`config.mk`:
```
export PLATFORM = sky130hd
export DESIGN_NAME = ffkq_cell
export DESIGN_NICKNAME = d
export VERILOG_FILES = /design/src/sv/ffkq_pkg.sv /design/src/sv/ffkq_cell.sv
export SDC_FILE = /design/constraint.sdc
export NUM_CORES = 1
export LEC_CHECK = 0
export BUFFER_PORTS_ARGS = -buffer_cell sky130_fd_sc_hd__buf_2
export CAP_MARGIN = 20
export CORE_AREA = 2 2 252 254
export CTS_CLUSTER_SIZE = 12
export DETAILED_ROUTE_END_ITERATION = 8
export DIE_AREA = 0 0 254 256
export SLEW_MARGIN = 10
export SYNTH_ARGS = -nofsm -noshare
export SYNTH_HDL_FRONTEND = slang
export SYNTH_SLANG_ARGS = --single-unit
```
`constraint.sdc`:
```
create_clock -name clk -period 13.3 [get_ports clk]
set_input_delay 0.665 -clock clk [delete_from_list [all_inputs] [get_ports clk]]
set_output_delay 0.665 -clock clk [all_outputs]
set_load 0.005 [all_outputs]
```
`src/sv/ffkq_pkg.sv`:
```
// Shared types and constants for the first-fit keyed queue.
// Used by the channel interfaces, the storage cell, the top level and the checker.
// No dependencies.
package ffkq_pkg;

    localparam int KEY_BYTES = 19;
    localparam int KEY_W     = 8 * KEY_BYTES;
    localparam int SIZE_W    = 8;

    typedef enum logic [1:0] {
        ACT_INSERT = 2'd0,
        ACT_REMOVE = 2'd1,
        ACT_SHOW   = 2'd2,
        ACT_RSVD   = 2'd3
    } action_t;

    typedef enum logic [2:0] {
        STAT_OK       = 3'd0,
        STAT_DUP      = 3'd1,
        STAT_NONE_FIT = 3'd2,
        STAT_EMPTY    = 3'd3,
        STAT_FULL     = 3'd4
    } status_t;

    typedef enum logic [1:0] {
        ST_IDLE,
        ST_SCAN,
        ST_FINISH
    } state_t;

    typedef struct packed {
        logic [63:0]       key0;
        logic [63:0]       key1;
        logic [23:0]       key2;
        logic [SIZE_W-1:0] size;
    } entry_t;

    typedef struct packed {
        status_t status;
        entry_t  ent;
        logic    last;
    } result_t;

    // Control that the top level hands to every cell in a cycle.
    typedef struct packed {
        logic load;
        logic shift;
        logic drop;
    } cell_ctrl_t;

endpackage

```
`src/sv/ffkq_cell.sv`:
```
// One storage cell of the queue chain: holds one entry and its valid bit.
// Depends on ffkq_pkg for entry_t and cell_ctrl_t.
module ffkq_cell
    import ffkq_pkg::*;
(
    input  logic       clk,
    input  logic       rst_n,
    input  cell_ctrl_t ctrl,
    input  entry_t     nxt_ent,
    input  logic       nxt_valid,
    input  entry_t     head_ent,
    input  entry_t     load_ent,
    output entry_t     ent,
    output logic       valid,
    output logic       match
);

    entry_t ent_reg, ent_next;
    logic   valid_reg, valid_next;

    always_comb
    begin
        ent_next   = ent_reg;
        valid_next = valid_reg;
        if (ctrl.load)
        begin
            ent_next   = load_ent;
            valid_next = 1'b1;
        end
        else if (ctrl.shift)
        begin
            if (ctrl.drop)
            begin
                ent_next   = nxt_ent;
                valid_next = nxt_valid;
            end
            else if (valid_reg)
            begin
                // The last valid cell takes the head entry: the queue rotates.
                ent_next = nxt_valid ? nxt_ent : head_ent;
            end
        end
    end

    always_ff @(posedge clk or negedge rst_n)
    begin
        if (!rst_n)
        begin
            valid_reg <= 1'b0;
        end
        else
        begin
            valid_reg <= valid_next;
        end
    end

    always_ff @(posedge clk)
    begin
        ent_reg <= ent_next;
    end

    assign ent   = ent_reg;
    assign valid = valid_reg;
    assign match = valid_reg && (ent_reg.key0 == load_ent.key0)
                   && (ent_reg.key1 == load_ent.key1)
                   && (ent_reg.key2 == load_ent.key2);

endmodule

```
==> summary.md <==
| Metric | Value |
|---|---|
| Global-route wire length before repair | `between 70 and 80 mm` |
| Minimum clock period | `roughly 3.9 ns` |
| Worst Setup End Kind | `output pin` |
| Max-Cap Viols | `0` |
| Top sig layer | `met5` |
| WL met1 | `21.61 mm` |
| Critical Path RT | `12.64 ns` |
| Clk Latency, worst-skew pair | `about 0.48 ns` |
| Synth-to-Final Area Change | `48.36%` |
| Largest net degree at the start of global routing | `141` |
| Crit path arrival time | `3.21 ns` |
| Worst Slack Setup Final | `9.429 ns` |
| F_max | `258.4 MHz` |
| Post-DP Area | `14300 sq um` |
| CTS H-tree lvls | `4` |
| Die width | `between 200 and 300 um` |
| Multi-input logic area | `5001 sq um` |
| Post-CTS sizing | `0` |
| Clock-pin slew on the worst setup and hold paths | `0.07 ns` |
| Post-CTS Setup Inserts | `0` |
| Cell count after synthesis | `about 1000` |
| IO buf count | `647` |
| Hold Slack | `0.4802 ns` |
| Vias in the first global route | `9695` |
| Via density | `3.983` |
| Net Count, Synth | `approximately 1.5k` |
| Post-Syn Area | `10140 sq um` |
| P_leak | `6.446 nW` |
| Placement Setup Slack | `9.247 ns` |
| Slew Limit Fails | `0` |
| Power per Cell Area | `109.6 nW/um^2` |
| Post-Synth Adder-Cell Area | `0%` |
| Nets | `~2.1k` |
| Finished Layout Cells | `2469` |
| Initial antenna violation count | `15` |
| Gr ovfl total | `0` |
| CTS root buffer | `clkbuf_16` |
| Final ANT Viol Nets | `0` |
| Mux share of post-synthesis cell area | `15.80%` |
| Slew HR | `around two fifths` |
| Post-Synth XOR/XNOR Area | `under 10%` |
| Total Wirelength | `52.43 mm` |
| DRC viols | `0` |
| DRT iter0 DRCs | `582` |
| RSZ-0062 raised after global routing | `no` |
| Maximum net fanout on the critical path | `3` |
| Post-synth EDFFs | `160` |
| CTS buffer count | `17` |
| Placed insts | `2426` |
| Register area share after synthesis | `47.65%` |
| Area share of and/or/nand/nor cells after synthesis | `between 10 and 15%` |
| Yosys warnings | `0` |
| Fill cell count | `6924` |
| Commonest non-fill, non-tap cells in the layout | `buf_2, nand2_1, o21ai_0` |
| Layout cell share with drive strength beyond 1 | `between 40% and 50%` |
| Register area | `4830 sq um` |
| Die area | `between 60000 and 70000 sq um` |
| Die H | `about 260 um` |
| Hold/Removal Path Class | `input port to flip-flop` |
| Top_reg_cell synth | `edfxtp_1` |
| Crit start category | `flip-flop` |
| GP Congestion | `0.8479` |
| DPL Wire Length | `44.59 mm` |
| CTS tree | `yes` |
| Largest family of logic cells by synthesized area | `multiplexers` |
| Fin Clk Skew | `0.008554 ns` |
| Util after Layout | `24.10%` |
| Yosys cell types | `37` |
| Maximum vdd drop | `just under 0.1 mV` |
| Final instance area | `15040 sq um` |
| Final Power | `1.648 mW` |
| Gr usage total | `between 10% and 20%` |
| Post-synth ARST share | `0.6211%` |
| CORE AREA | `around 62000 sq um` |
| Slew @ Worst Pin | `around 0.9 ns` |
| Fin crit share | `29.10%` |
| Synth Area in Compound Gates | `11.64%` |
| Clock sink count | `161` |
| Flip-flop and latch count after synthesis | `161` |
| Synthesized area per cell | `10.34 sq um` |
| Hold Buf Count CTS | `1` |
| Row cnt | `92` |
| Commonest non-fill, non-tap cell in the layout | `buf_2` |
| Via count | `9833` |
| Outcome | `finished, final reports clean` |
| Routed len/inst | `21.24 um` |
| Clk buf depth | `2` |
| # setup viols final | `0` |
| Critical path type | `flip-flop to output pin` |
| Initial Util | `16.25%` |
| Drt first pass iters | `7` |
| WL met2 | `between 20 and 30 mm` |
| Metal3 WL | `roughly 3.3 mm` |
| Max FFs per register | `160` |
| Final hold vios | `0` |
| Setup TNS | `0 ns` |
| # IOs | `648` |
Yosys cell counts (2+ instances only):
cell type / instances / area share (%)
nor2_1: 3 / 0.11
xnor2_1: 79 / 6.8
o2111ai_1: 11 / 0.95
and2b_1: 3 / 0.22
a2111oi_0: 3 / 0.26
o2111a_1: 2 / 0.22
buf_2: 16 / 0.79
a2111oi_2: 3 / 0.44
nand2b_1: 44 / 2.7
nor4_1: 11 / 0.68
o22ai_1: 3 / 0.19
nor2b_1: 37 / 2.3
a22oi_1: 2 / 0.15
mux2i_1: 160 / 16
nand3_1: 2 / 0.099
xor2_1: 8 / 0.69
clkbuf_1: 37 / 1.4
o21ai_0: 161 / 7.9
edfxtp_1: 160 / 47
nand2_1: 163 / 6.0
a2111o_1: 6 / 0.67
nand4_1: 25 / 1.5
inv_1: 27 / 1.0
power by group:
| group | total [mW] | switching [mW] | internal (mW) |
|---|---|---|---|
| logic | 0.373 | 0.209 | 0.164 |
| clock network | 0.614 | 0.232 | 0.382 |
| registers | 0.661 | 0.0381 | 0.623 |
critical path, stage by stage, from the launching register on:
cell       delay [ns]
edfxtp_1         0.46
and2b_1          0.22
a2111oi_2        0.63
nand4_1          0.24
or4_1            0.53
nor4_2           0.46
buf_2            0.20
worst paths after layout:
path,from,to,slack (ns),cells past startpoint
setup / recovery,ent[47]$_DFFE_PP_,match,9.43,6
hold / removal,ctrl[1],valid$_DFFE_PN0P_,0.48,2
setup reg to reg,valid$_DFFE_PN0P_,ent[129]$_DFFE_PP_,10.17,4
hold reg to reg,valid$_DFFE_PN0P_,valid$_DFFE_PN0P_,0.78,2
max in group asynchronous,rst_n,valid$_DFFE_PN0P_,12.72,2
min in group asynchronous,rst_n,valid$_DFFE_PN0P_,0.49,2
final cells by class:
| cell class | instances | share of cell area, % |
|---|---|---|
| inverters | 27 | 0.6739 |
| flip-flops and latches | 161 | 32.12 |
| multi-input cells | 739 | 33.26 |
| clock inverters | 13 | 1.689 |
| diodes | 10 | 0.1664 |
| repair buffers | 654 | 22.05 |
| clock buffers | 19 | 3.012 |
| well taps | 846 | 7.039 |
logic make-up (layout without fill, tap and decap cells):
logic type             Yosys count  count (layout)
AO/OA/AOI/OAI                  198             198
XOR/XNOR                        87              87
buffers and inverters           80             713
flip-flops                     161             161
multiplexers                   160             160
other                            0              10
AND/OR/NAND/NOR                294             294
layer usage:
metal,vias to the layer above,GRT usage (%)
met4,4,6.127
li1,4807,-
met3,55,3.956
met5,-,0
met1,4504,18.43
met2,463,27.44
No activity file was read; power rests on OpenSTA's default activity.
